`src/design/bce_pkg.sv`:
```
// Package of the Bezier curve evaluator: widths, codes, types and helpers.
// Used by every module of the block; depends on nothing else.
package bce_pkg;

    localparam int MAX_DEGREE = 7;
    localparam int COORD_BITS = 32;
    localparam int NSLOTS     = MAX_DEGREE + 1;
    localparam int W_IDX      = $clog2(NSLOTS);
    localparam int W_CNT      = $clog2(NSLOTS + 1);

    localparam int W_FUNC  = 3;
    localparam int W_PIDX  = 3;
    localparam int W_DEG   = 3;
    localparam int W_T     = 17;
    localparam int W_OUT   = 48;
    localparam int W_COORD = COORD_BITS;
    localparam int FRAC    = 16;

    // Forward differences up to third order grow by at most three bits.
    localparam int W_Q     = W_COORD + 4;
    localparam int W_MA    = W_Q + 1;
    localparam int W_SCALE = 12;
    localparam int W_MB    = W_T + 1;
    localparam int W_P     = W_MA + W_MB;

    localparam logic [W_T-1:0] T_ONE = W_T'(1 << FRAC);
    localparam logic [W_P-1:0] ROUND_HALF = W_P'(1 << (FRAC - 1));
    localparam logic [W_DEG-1:0] DEGREE_RESET = W_DEG'(3);
    localparam logic [W_DEG-1:0] DEGREE_MIN   = W_DEG'(2);

    localparam logic signed [W_OUT-1:0] OUT_MAX = {1'b0, {(W_OUT - 1){1'b1}}};
    localparam logic signed [W_OUT-1:0] OUT_MIN = {1'b1, {(W_OUT - 1){1'b0}}};

    localparam logic [W_FUNC-1:0] FUNC_LOAD = 3'd0;
    localparam logic [W_FUNC-1:0] FUNC_POS  = 3'd1;
    localparam logic [W_FUNC-1:0] FUNC_D1   = 3'd2;
    localparam logic [W_FUNC-1:0] FUNC_D2   = 3'd3;
    localparam logic [W_FUNC-1:0] FUNC_D3   = 3'd4;

    localparam logic [1:0] AXIS_X = 2'd0;
    localparam logic [1:0] AXIS_Y = 2'd1;
    localparam logic [1:0] AXIS_Z = 2'd2;

    typedef enum logic [3:0] {
        S_IDLE,
        S_LOAD,
        S_PASS,
        S_DIFF,
        S_LMUL,
        S_LADD,
        S_DROP,
        S_SMUL,
        S_SAT,
        S_OUT
    } t_state;

    typedef enum logic [2:0] {
        Q_HOLD,
        Q_LOAD,
        Q_DIFF,
        Q_LERP,
        Q_DROP,
        Q_SAT
    } t_qop;

    typedef enum logic {
        M_LERP,
        M_SCALE
    } t_msel;

    typedef struct packed {
        t_qop             qop;
        t_msel            msel;
        logic [1:0]       axis;
        logic [W_IDX-1:0] widx;
        logic [W_IDX-1:0] raddr;
        logic             out_load;
        logic             out_zero;
    } t_ctrl;

    // Derivative scale: 1, n, n(n-1) or n(n-1)(n-2).
    function automatic logic [W_SCALE-1:0] f_scale(input logic [W_DEG-1:0] n,
                                                   input logic [1:0] k);
        logic [W_SCALE-1:0] a;
        logic [W_SCALE-1:0] b;
        logic [W_SCALE-1:0] c;
        a = W_SCALE'(n);
        b = a - W_SCALE'(1);
        c = a - W_SCALE'(2);
        case (k)
            2'd0:    f_scale = W_SCALE'(1);
            2'd1:    f_scale = a;
            2'd2:    f_scale = a * b;
            default: f_scale = a * b * c;
        endcase
    endfunction

endpackage

```
`src/design/bezier_curve_evaluator.sv`:
```
// Bezier curve evaluator, top level. Load and unknown items leave it ready.
// An evaluate item keeps it busy, paced by the one shared multiplier:
// a multiply state and an add state per interpolation step, plus a load
// sweep and a scale step for each axis.
// Reset (i_rst_n low, synchronous) empties the output and sets degree 3.
// Depends on bce_pkg, bce_store, bce_mul, bce_queue and bce_seq.
module bezier_curve_evaluator (
    input  logic                              i_clk,
    input  logic                              i_rst_n,
    input  logic                              i_cfg_we,
    input  logic [bce_pkg::W_DEG-1:0]         i_cfg_data,
    input  logic                              i_in_valid,
    output logic                              o_in_ready,
    input  logic [bce_pkg::W_FUNC-1:0]        i_func,
    input  logic [bce_pkg::W_PIDX-1:0]        i_point_index,
    input  logic signed [31:0]                i_coord_x,
    input  logic signed [31:0]                i_coord_y,
    input  logic signed [31:0]                i_coord_z,
    input  logic [bce_pkg::W_T-1:0]           i_param_t,
    output logic                              o_out_valid,
    input  logic                              i_out_ready,
    output logic signed [bce_pkg::W_OUT-1:0]  o_out_x,
    output logic signed [bce_pkg::W_OUT-1:0]  o_out_y,
    output logic signed [bce_pkg::W_OUT-1:0]  o_out_z,
    output logic                              o_saturated
);
    import bce_pkg::*;

    // The curve degree register. Values outside the supported range are
    // clamped by the sequencer when an evaluate item is taken.
    logic [W_DEG-1:0] r_curve_degree;

    always_ff @(posedge i_clk) begin
        if (!i_rst_n) begin
            r_curve_degree <= DEGREE_RESET;
        end else if (i_cfg_we) begin
            r_curve_degree <= i_cfg_data;
        end
    end

    // A load item writes the store directly in the cycle it is accepted, so
    // the block is ready again straight away. Slots beyond the highest
    // supported degree are ignored.
    logic in_accept;
    logic store_we;

    assign in_accept = i_in_valid && o_in_ready;
    assign store_we  = in_accept && (i_func == FUNC_LOAD)
                       && (i_point_index <= W_PIDX'(MAX_DEGREE));

    t_ctrl                     ctrl;
    logic signed [W_COORD-1:0] rdata;
    logic signed [W_P-1:0]     prod;
    logic signed [W_Q-1:0]     q0;
    logic signed [W_MA-1:0]    qd;
    logic [W_T-1:0]            t_val;
    logic [W_SCALE-1:0]        scale;
    logic signed [W_OUT-1:0]   res_x;
    logic signed [W_OUT-1:0]   res_y;
    logic signed [W_OUT-1:0]   res_z;
    logic                      res_sat;
    logic                      out_free;

    bce_store u_store (
        .i_clk   (i_clk),
        .i_we    (store_we),
        .i_waddr (W_IDX'(i_point_index)),
        .i_wx    (W_COORD'(i_coord_x)),
        .i_wy    (W_COORD'(i_coord_y)),
        .i_wz    (W_COORD'(i_coord_z)),
        .i_raddr (ctrl.raddr),
        .i_raxis (ctrl.axis),
        .o_rdata (rdata)
    );

    // One multiplier serves both the interpolation steps and the final
    // derivative scaling; its product is registered before it is used.
    bce_mul u_mul (
        .i_clk   (i_clk),
        .i_sel   (ctrl.msel),
        .i_d     (qd),
        .i_q0    (q0),
        .i_t     (t_val),
        .i_scale (scale),
        .o_prod  (prod)
    );

    bce_queue u_queue (
        .i_clk   (i_clk),
        .i_ctrl  (ctrl),
        .i_rdata (rdata),
        .i_prod  (prod),
        .o_q0    (q0),
        .o_d     (qd),
        .o_res_x (res_x),
        .o_res_y (res_y),
        .o_res_z (res_z),
        .o_sat   (res_sat)
    );

    bce_seq u_seq (
        .i_clk      (i_clk),
        .i_rst_n    (i_rst_n),
        .i_in_valid (i_in_valid),
        .o_in_ready (o_in_ready),
        .i_func     (i_func),
        .i_param_t  (i_param_t),
        .i_degree   (r_curve_degree),
        .i_out_free (out_free),
        .o_ctrl     (ctrl),
        .o_t        (t_val),
        .o_scale    (scale)
    );

    // Output register. A finished result waits here until it is taken,
    // while the block goes back to idle and accepts the next item. A third
    // derivative on a quadratic curve is reported as zero without any work.
    logic                    r_out_valid;
    logic signed [W_OUT-1:0] r_out_x;
    logic signed [W_OUT-1:0] r_out_y;
    logic signed [W_OUT-1:0] r_out_z;
    logic                    r_out_sat;

    assign out_free = !r_out_valid || i_out_ready;

    always_ff @(posedge i_clk) begin
        if (!i_rst_n) begin
            r_out_valid <= 1'b0;
        end else if (ctrl.out_load) begin
            r_out_valid <= 1'b1;
        end else if (i_out_ready) begin
            r_out_valid <= 1'b0;
        end
    end

    always_ff @(posedge i_clk) begin
        if (ctrl.out_load) begin
            r_out_x   <= ctrl.out_zero ? '0 : res_x;
            r_out_y   <= ctrl.out_zero ? '0 : res_y;
            r_out_z   <= ctrl.out_zero ? '0 : res_z;
            r_out_sat <= ctrl.out_zero ? 1'b0 : res_sat;
        end
    end

    assign o_out_valid = r_out_valid;
    assign o_out_x     = r_out_x;
    assign o_out_y     = r_out_y;
    assign o_out_z     = r_out_z;
    assign o_saturated = r_out_sat;

endmodule

```
`src/design/bce_store.sv`:
```
// Control point store: one memory per axis, one write and one registered read.
// Depends on bce_pkg.
module bce_store (
    input  logic                              i_clk,
    input  logic                              i_we,
    input  logic [bce_pkg::W_IDX-1:0]         i_waddr,
    input  logic signed [bce_pkg::W_COORD-1:0] i_wx,
    input  logic signed [bce_pkg::W_COORD-1:0] i_wy,
    input  logic signed [bce_pkg::W_COORD-1:0] i_wz,
    input  logic [bce_pkg::W_IDX-1:0]         i_raddr,
    input  logic [1:0]                        i_raxis,
    output logic signed [bce_pkg::W_COORD-1:0] o_rdata
);
    import bce_pkg::*;

    logic signed [W_COORD-1:0] r_mem_x [NSLOTS];
    logic signed [W_COORD-1:0] r_mem_y [NSLOTS];
    logic signed [W_COORD-1:0] r_mem_z [NSLOTS];
    logic signed [W_COORD-1:0] r_rdata;

    always_ff @(posedge i_clk) begin
        if (i_we) begin
            r_mem_x[i_waddr] <= i_wx;
            r_mem_y[i_waddr] <= i_wy;
            r_mem_z[i_waddr] <= i_wz;
        end
    end

    always_ff @(posedge i_clk) begin
        case (i_raxis)
            AXIS_X:  r_rdata <= r_mem_x[i_raddr];
            AXIS_Y:  r_rdata <= r_mem_y[i_raddr];
            default: r_rdata <= r_mem_z[i_raddr];
        endcase
    end

    assign o_rdata = r_rdata;

endmodule

```
`src/design/bce_mul.sv`:
```
// Shared multiplier with a registered product, used for interpolation and scaling.
// Depends on bce_pkg.
module bce_mul (
    input  logic                               i_clk,
    input  bce_pkg::t_msel                     i_sel,
    input  logic signed [bce_pkg::W_MA-1:0]    i_d,
    input  logic signed [bce_pkg::W_Q-1:0]     i_q0,
    input  logic [bce_pkg::W_T-1:0]            i_t,
    input  logic [bce_pkg::W_SCALE-1:0]        i_scale,
    output logic signed [bce_pkg::W_P-1:0]     o_prod
);
    import bce_pkg::*;

    logic signed [W_MA-1:0] op_a;
    logic signed [W_MB-1:0] op_b;
    logic signed [W_P-1:0]  r_prod;

    // Interpolation multiplies a difference by t; scaling multiplies the
    // remaining point by the derivative factor.
    always_comb begin
        if (i_sel == M_SCALE) begin
            op_a = W_MA'(i_q0);
            op_b = $signed(W_MB'(i_scale));
        end else begin
            op_a = i_d;
            op_b = $signed(W_MB'(i_t));
        end
    end

    always_ff @(posedge i_clk) begin
        r_prod <= W_P'(op_a) * W_P'(op_b);
    end

    assign o_prod = r_prod;

endmodule

```
`src/design/bce_queue.sv`:
```
// Working point line of the evaluator: differences, interpolation and clipping.
// Depends on bce_pkg; takes its product from bce_mul.
module bce_queue (
    input  logic                                i_clk,
    input  bce_pkg::t_ctrl                      i_ctrl,
    input  logic signed [bce_pkg::W_COORD-1:0]  i_rdata,
    input  logic signed [bce_pkg::W_P-1:0]      i_prod,
    output logic signed [bce_pkg::W_Q-1:0]      o_q0,
    output logic signed [bce_pkg::W_MA-1:0]     o_d,
    output logic signed [bce_pkg::W_OUT-1:0]    o_res_x,
    output logic signed [bce_pkg::W_OUT-1:0]    o_res_y,
    output logic signed [bce_pkg::W_OUT-1:0]    o_res_z,
    output logic                                o_sat
);
    import bce_pkg::*;

    logic signed [W_Q-1:0]   r_q [NSLOTS];
    logic signed [W_OUT-1:0] r_res [3];
    logic [2:0]              r_sat;

    logic [W_P-1:0]          rnd;
    logic signed [W_Q-1:0]   lerp;
    logic [W_P-W_OUT:0]      prod_hi;
    logic                    fits;
    logic signed [W_OUT-1:0] clipped;

    assign o_q0 = r_q[0];
    assign o_d  = W_MA'(r_q[1]) - W_MA'(r_q[0]);

    // Round half up, then floor through the arithmetic shift.
    assign rnd  = i_prod + ROUND_HALF;
    assign lerp = r_q[0] + $signed(rnd[FRAC+W_Q-1:FRAC]);

    assign prod_hi = i_prod[W_P-1:W_OUT-1];
    assign fits    = (prod_hi == '0) || (prod_hi == '1);
    assign clipped = fits ? i_prod[W_OUT-1:0] : (i_prod[W_P-1] ? OUT_MIN : OUT_MAX);

    // Each pass shifts the line down by one and appends its new value after
    // the values still waiting, so only the first two entries are ever read.
    always_ff @(posedge i_clk) begin
        case (i_ctrl.qop)
            Q_LOAD: begin
                r_q[i_ctrl.widx] <= W_Q'(i_rdata);
            end
            Q_DIFF: begin
                for (int i = 0; i < NSLOTS - 1; i++) begin
                    r_q[i] <= r_q[i+1];
                end
                r_q[i_ctrl.widx] <= W_Q'(o_d);
            end
            Q_LERP: begin
                for (int i = 0; i < NSLOTS - 1; i++) begin
                    r_q[i] <= r_q[i+1];
                end
                r_q[i_ctrl.widx] <= lerp;
            end
            Q_DROP: begin
                for (int i = 0; i < NSLOTS - 1; i++) begin
                    r_q[i] <= r_q[i+1];
                end
            end
            Q_SAT: begin
                r_res[i_ctrl.axis] <= clipped;
                r_sat[i_ctrl.axis] <= !fits;
            end
            default: begin
            end
        endcase
    end

    assign o_res_x = r_res[AXIS_X];
    assign o_res_y = r_res[AXIS_Y];
    assign o_res_z = r_res[AXIS_Z];
    assign o_sat   = |r_sat;

endmodule

```
`src/design/bce_seq.sv`:
```
// Sequencer of the evaluator: walks load, difference, interpolation and
// scaling passes for each axis. Depends on bce_pkg.
module bce_seq (
    input  logic                          i_clk,
    input  logic                          i_rst_n,
    input  logic                          i_in_valid,
    output logic                          o_in_ready,
    input  logic [bce_pkg::W_FUNC-1:0]    i_func,
    input  logic [bce_pkg::W_T-1:0]       i_param_t,
    input  logic [bce_pkg::W_DEG-1:0]     i_degree,
    input  logic                          i_out_free,
    output bce_pkg::t_ctrl                o_ctrl,
    output logic [bce_pkg::W_T-1:0]       o_t,
    output logic [bce_pkg::W_SCALE-1:0]   o_scale
);
    import bce_pkg::*;

    t_state             r_state, n_state;
    logic [W_DEG-1:0]   r_n, n_n;
    logic [1:0]         r_k, n_k;
    logic [W_T-1:0]     r_t, n_t;
    logic [W_SCALE-1:0] r_scale, n_scale;
    logic [1:0]         r_axis, n_axis;
    logic [W_CNT-1:0]   r_ld, n_ld;
    logic [W_CNT-1:0]   r_len, n_len;
    logic [W_IDX-1:0]   r_step, n_step;
    logic [1:0]         r_dleft, n_dleft;
    logic               r_zero, n_zero;

    logic [W_DEG-1:0]   acc_n;
    logic [1:0]         acc_k;
    logic               pass_last;

    always_comb begin
        if (i_degree < DEGREE_MIN) begin
            acc_n = DEGREE_MIN;
        end else if (i_degree > W_DEG'(MAX_DEGREE)) begin
            acc_n = W_DEG'(MAX_DEGREE);
        end else begin
            acc_n = i_degree;
        end
    end

    assign acc_k     = 2'(i_func - FUNC_POS);
    assign pass_last = (W_CNT'(r_step) == r_len - W_CNT'(2));
    assign o_in_ready = (r_state == S_IDLE);
    assign o_t       = r_t;
    assign o_scale   = r_scale;

    always_ff @(posedge i_clk) begin
        if (!i_rst_n) begin
            r_state <= S_IDLE;
            r_n     <= DEGREE_RESET;
            r_k     <= '0;
            r_axis  <= AXIS_X;
            r_ld    <= '0;
            r_len   <= '0;
            r_step  <= '0;
            r_dleft <= '0;
            r_zero  <= 1'b0;
        end else begin
            r_state <= n_state;
            r_n     <= n_n;
            r_k     <= n_k;
            r_axis  <= n_axis;
            r_ld    <= n_ld;
            r_len   <= n_len;
            r_step  <= n_step;
            r_dleft <= n_dleft;
            r_zero  <= n_zero;
        end
    end

    always_ff @(posedge i_clk) begin
        r_t     <= n_t;
        r_scale <= n_scale;
    end

    always_comb begin
        n_state = r_state;
        n_n     = r_n;
        n_k     = r_k;
        n_t     = r_t;
        n_scale = r_scale;
        n_axis  = r_axis;
        n_ld    = r_ld;
        n_len   = r_len;
        n_step  = r_step;
        n_dleft = r_dleft;
        n_zero  = r_zero;

        o_ctrl.qop      = Q_HOLD;
        o_ctrl.msel     = M_LERP;
        o_ctrl.axis     = r_axis;
        o_ctrl.widx     = W_IDX'(r_len - W_CNT'(1));
        o_ctrl.raddr    = r_ld[W_IDX-1:0];
        o_ctrl.out_load = 1'b0;
        o_ctrl.out_zero = r_zero;

        case (r_state)
            S_IDLE: begin
                if (i_in_valid && (i_func inside {[FUNC_POS:FUNC_D3]})) begin
                    n_n     = acc_n;
                    n_k     = acc_k;
                    n_t     = (i_param_t > T_ONE) ? T_ONE : i_param_t;
                    n_scale = f_scale(acc_n, acc_k);
                    n_axis  = AXIS_X;
                    n_ld    = '0;
                    n_len   = W_CNT'(acc_n) + W_CNT'(1);
                    n_dleft = acc_k;
                    n_zero  = (W_DEG'(acc_k) > acc_n);
                    n_state = (W_DEG'(acc_k) > acc_n) ? S_OUT : S_LOAD;
                end
            end
            S_LOAD: begin
                o_ctrl.widx = W_IDX'(r_ld - W_CNT'(1));
                if (r_ld != '0) begin
                    o_ctrl.qop = Q_LOAD;
                end
                n_ld = r_ld + W_CNT'(1);
                if (r_ld == r_len) begin
                    n_state = S_PASS;
                end
            end
            S_PASS: begin
                n_step = '0;
                if (r_dleft != '0) begin
                    n_state = S_DIFF;
                end else if (r_len > W_CNT'(1)) begin
                    n_state = S_LMUL;
                end else begin
                    n_state = S_SMUL;
                end
            end
            S_DIFF: begin
                o_ctrl.qop = Q_DIFF;
                n_step = r_step + W_IDX'(1);
                if (pass_last) begin
                    n_dleft = r_dleft - 2'd1;
                    n_state = S_DROP;
                end
            end
            S_LMUL: begin
                o_ctrl.msel = M_LERP;
                n_state = S_LADD;
            end
            S_LADD: begin
                o_ctrl.qop = Q_LERP;
                n_step = r_step + W_IDX'(1);
                n_state = pass_last ? S_DROP : S_LMUL;
            end
            S_DROP: begin
                o_ctrl.qop = Q_DROP;
                n_len = r_len - W_CNT'(1);
                n_state = S_PASS;
            end
            S_SMUL: begin
                o_ctrl.msel = M_SCALE;
                n_state = S_SAT;
            end
            S_SAT: begin
                o_ctrl.qop = Q_SAT;
                if (r_axis == AXIS_Z) begin
                    n_state = S_OUT;
                end else begin
                    n_axis  = r_axis + 2'd1;
                    n_ld    = '0;
                    n_len   = W_CNT'(r_n) + W_CNT'(1);
                    n_dleft = r_k;
                    n_state = S_LOAD;
                end
            end
            S_OUT: begin
                if (i_out_free) begin
                    o_ctrl.out_load = 1'b1;
                    n_state = S_IDLE;
                end
            end
            default: begin
                n_state = S_IDLE;
            end
        endcase
    end

endmodule

```
`config.mk`:
```
export PLATFORM = sky130hd
export DESIGN_NAME = bezier_curve_evaluator
export DESIGN_NICKNAME = d
export VERILOG_FILES = /design/src/design/bce_pkg.sv /design/src/design/bezier_curve_evaluator.sv /design/src/design/bce_store.sv /design/src/design/bce_mul.sv /design/src/design/bce_queue.sv /design/src/design/bce_seq.sv
export SDC_FILE = /design/constraint.sdc
export NUM_CORES = 2
export LEC_CHECK = 0
export BUFFER_PORTS_ARGS = -buffer_cell sky130_fd_sc_hd__buf_2
export CORE_AREA = 4 4 387 389
export DETAILED_ROUTE_END_ITERATION = 12
export DIE_AREA = 0 0 391 393
export GPL_TIMING_DRIVEN = 0
export PLACE_DENSITY = 0.74
export SYNTH_ARGS = -nofsm -noshare
export SYNTH_HDL_FRONTEND = slang
export SYNTH_HIERARCHICAL = 1
export SYNTH_SLANG_ARGS = --single-unit
```
`constraint.sdc`:
```
create_clock -name i_clk -period 22.9 [get_ports i_clk]
set_clock_uncertainty 0.05 [all_clocks]
set_input_delay 4.58 -clock i_clk [delete_from_list [all_inputs] [get_ports i_clk]]
set_output_delay 4.58 -clock i_clk [all_outputs]
set_load 0.05 [all_outputs]
```
==> impl_results.md <==
- Outcome: complete, but fails checks
- Failing checks: max-capacitance violations, max-slew violations
- Setup_tns: 0 ns
- Via count: 56849
- Die width: 391 um
- Placeable Area: 147000 sq um
- Hold_sp: u_seq/r_k[1]$_SDFFE_PN0P_
- Top FF cell, synth: edfxtp_1
- R2r endpoint: u_mul/o_prod[52]$_DFF_P_
- Library cells used by synthesis: 119
- Nets: 8406
- Post-CTS Hold Fix Bufs: 0
- Req. time, crit path: 23.52 ns
- Crit Reg-Reg Startpoint: u_queue/r_q[0][0]$_DFFE_PP_
- Root buffer cell: clkbuf_16
- Max clock buf depth: 3
- Port Buffers: 273
- WHS: 0.456 ns
- Avg Vias per Cell: 6.01
- Cell mode on critical path: fa_1
- Setup CP Type: reg2reg
- Most frequent cells in the layout: edfxtp_1 (1377), nand2_1 (788), inv_1 (785)
- Yosys reg bits: 1493
- Clock transition at the registers of the reported paths: 0.06 ns
- Iteration count of the initial detailed-routing pass: 6
- Number of global-route vias before repair: 57180
- RSZ-0062 raised after global routing: false
- Slew HR: -6.50%
- Post CTS Setup Buffer Count: 0
- Initial antenna violation count: 26
- End of the worst hold path: u_seq/r_k[1]$_SDFFE_PN0P_
- Final Setup Violations: 0
- CTS tree: built
- GPL Wtd Cong: 1.04
- Fraction of registers with async set/reset: 0%
- Crit-path max FO: 10
- Die Ht: 393 um
- WL per Instance: 25.9 um
- Measured slew at the worst slew-check pin: 1.59 ns
- Slowest cell on the critical path: xnor2_1
- Crit path DAT: 11.89 ns
- Count of filler cells inserted in the layout: 10687
- Full die area: 154000 sq um
- Number of flops mapped to enable cells by yosys: 1377
- Tcrit/Tclk final: 49.2%
- Layout area overhead: 11.7%
- GR Overflow Total: 0
- Max-slew violations: 9
- Worst Reg-to-Reg Cells: 31
- Largest stage delay, worst path: 0.88 ns
- Post-Synthesis Cells: 6870
- Worst skew pair latency: 0.82 ns
- Seq/Total Area, Yosys: 50.8%
- Initial DRC Count: 5832
- H-tree Lvls: 4
- CP Capture Type: flop
- R2R Setup Slk: 11.63 ns
- IO Count: 274
- # resized after CTS: 0
- First-pass GRT wire length: 364000 um
- Synth Area per Inst: 12.5 sq um
- Commonest non-fill, non-tap cell in the layout: edfxtp_1
- DRT Wirelength: 245000 um
- Clock buffer count from CTS: 146
- Starting Density: 58.5%
- Clk sink count: 1493
- Finished Core Util: 65.4%
- Post-layout minimum cycle time: 11.27 ns
- Yosys Warn Count: 6
- HP Class: reg2reg
- Cell Area, Synth: 85900 sq um
- Pin count of the biggest net entering global routing: 35
- Crit start category: flop
- # DRC: 0
- Peak Freq: 0.0887 GHz
- Fraction of layout instances using a drive strength above 1: 12.4%
- FP Rows: 141
- GR Util All Layers: 32.2%
- Final antenna-violating net count: 0
- Post-DP HPWL: 187000 um
- Hold path depth: 1
- Max cap viols: 1
- Hold Violations, Final: 0
## cell type report
class                           instances  area, sq um  area share [%]
Timing Repair Buffer                  358         2500            2.61
Buffer                                312         1500            1.57
Inverter                              794         2980            3.11
Antenna cell                           20         50.0          0.0522
Clock buffer                          189         3810            3.98
Sequential cell                      1493        43700            45.5
Clock inverter                         75          972            1.01
Multi-Input combinational cell       4294        38000            39.6
Tap cell                             1930         2410            2.52
## through the flow
stage | setup slack, ns | std cells | area [sq um]
floorplan | 2.18 | 6893 | 86000
global placement | -3.84 | 9096 | 89800
detailed placement | 12.07 | 9180 | 91100
CTS | 12.03 | 9444 | 95900
global route | 11.34 | 9454 | 95900
finish | 11.63 | 9465 | 95900
## critical path: cells and delay by family, from the launching register on
kind	cells	cell delay (ns)
AOI/OAI and AO/OA	12	3.30
xor gates and xnor gates	2	1.23
adders and majority gates	9	4.34
buffers and inverters	4	0.67
DFF	1	0.69
muxes	1	0.39
and+or+nand+nor	3	0.44
## flip-flops by register name, summed over array words and instances, names as in the netlist, 3 cells and up
signal           flops
u_store/o_rdata     32
o_out_z             48
u_seq/r_len          4
u_queue/r_q        288
u_seq/o_t           17
o_out_x             48
u_mul/o_prod        55
u_store/r_mem_z    256
u_store/r_mem_x    256
u_queue/r_res      144
r_curve_degree       3
u_seq/r_ld           4
u_queue/r_sat        3
o_out_y             48
u_store/r_mem_y    256
u_seq/r_n            3
u_seq/o_scale       12
u_seq/r_state        4
u_seq/r_step         3
## metal layers
metal / global-route usage [%] / up-vias / routed length [um]
met3: 7.31 / 660 / 22500
met1: 40.6 / 28262 / 91600
met4: 19.1 / 18 / 17100
met2: 51.5 / 3015 / 114000
li1: - / 24894 / -
met5: 0 / - / 117
## cell families after synthesis
group	share of synthesized area, %
AO/OA/AOI/OAI	8.18
XOR/XNOR	1.87
adder cells (fa/ha/maj)	18.3
buffers and inverters	5.22
flip-flops	50.8
multiplexers	6.11
other	0.00874
AND/OR/NAND/NOR	9.51
## cells in the mapped netlist, types with 7 or more instances
library cell     n  share of area, %
edfxtp_1      1377                48
nand2_1        788               3.4
inv_1          785               3.4
fa_1           623                15
nor2_1         379               1.7
o21ai_0        275               1.6
ha_1           257               3.7
mux2i_1        227               2.6
clkbuf_1       221              0.97
a21oi_1        205               1.2
nor2b_1        147               1.1
xnor2_1        120               1.2
and2_1         117              0.85
dfxtp_1        116               2.7
mux4_2         101               2.6
a21o_1          94              0.82
nand3_1         92              0.54
o21ai_1         73              0.43
a22oi_1         65              0.57
xor2_1          59              0.60
a221oi_1        54              0.55
mux2_2          50              0.66
o21a_1          49              0.43
nor2b_2         43              0.44
nor3_1          40              0.23
nand4_1         37              0.27
a211oi_1        36              0.31
buf_2           33              0.19
nand2b_1        26              0.19
a31oi_1         24              0.17
buf_6           24              0.31
o211ai_1        24              0.21
o21bai_1        22              0.19
and3_1          19              0.14
buf_4           16              0.14
buf_1           14             0.061
o22ai_1         12             0.087
a21boi_1         9             0.079
o21ai_2          9             0.092
a21boi_0         8             0.070
nor4_1           8             0.058
or2_2            8             0.058
a41oi_1          7             0.071
nand3b_1         7             0.061
o31ai_1          7             0.061
## worst max-delay path by stage
stage	start	endpoint	slack, ns	cells past startpoint
final	u_queue/r_q[0][0]$_DFFE_PP_	u_mul/o_prod[52]$_DFF_P_	11.63	31
after detailed placement	u_queue/r_q[0][0]$_DFFE_PP_	u_mul/o_prod[52]$_DFF_P_	12.07	34
after global routing	u_queue/r_q[0][0]$_DFFE_PP_	u_mul/o_prod[52]$_DFF_P_	11.34	34
after floorplan	i_out_ready	o_out_x[0]$_SDFFCE_PP0P_	2.18	2
after global placement	i_out_ready	o_out_y[43]$_SDFFCE_PP0P_	-3.84	3
after CTS	u_queue/r_q[0][0]$_DFFE_PP_	u_mul/o_prod[52]$_DFF_P_	12.03	34
Power is left out: the tool's default activity adds up to more than one toggle a clock period on the data nets, which glitch-free logic cannot reach.
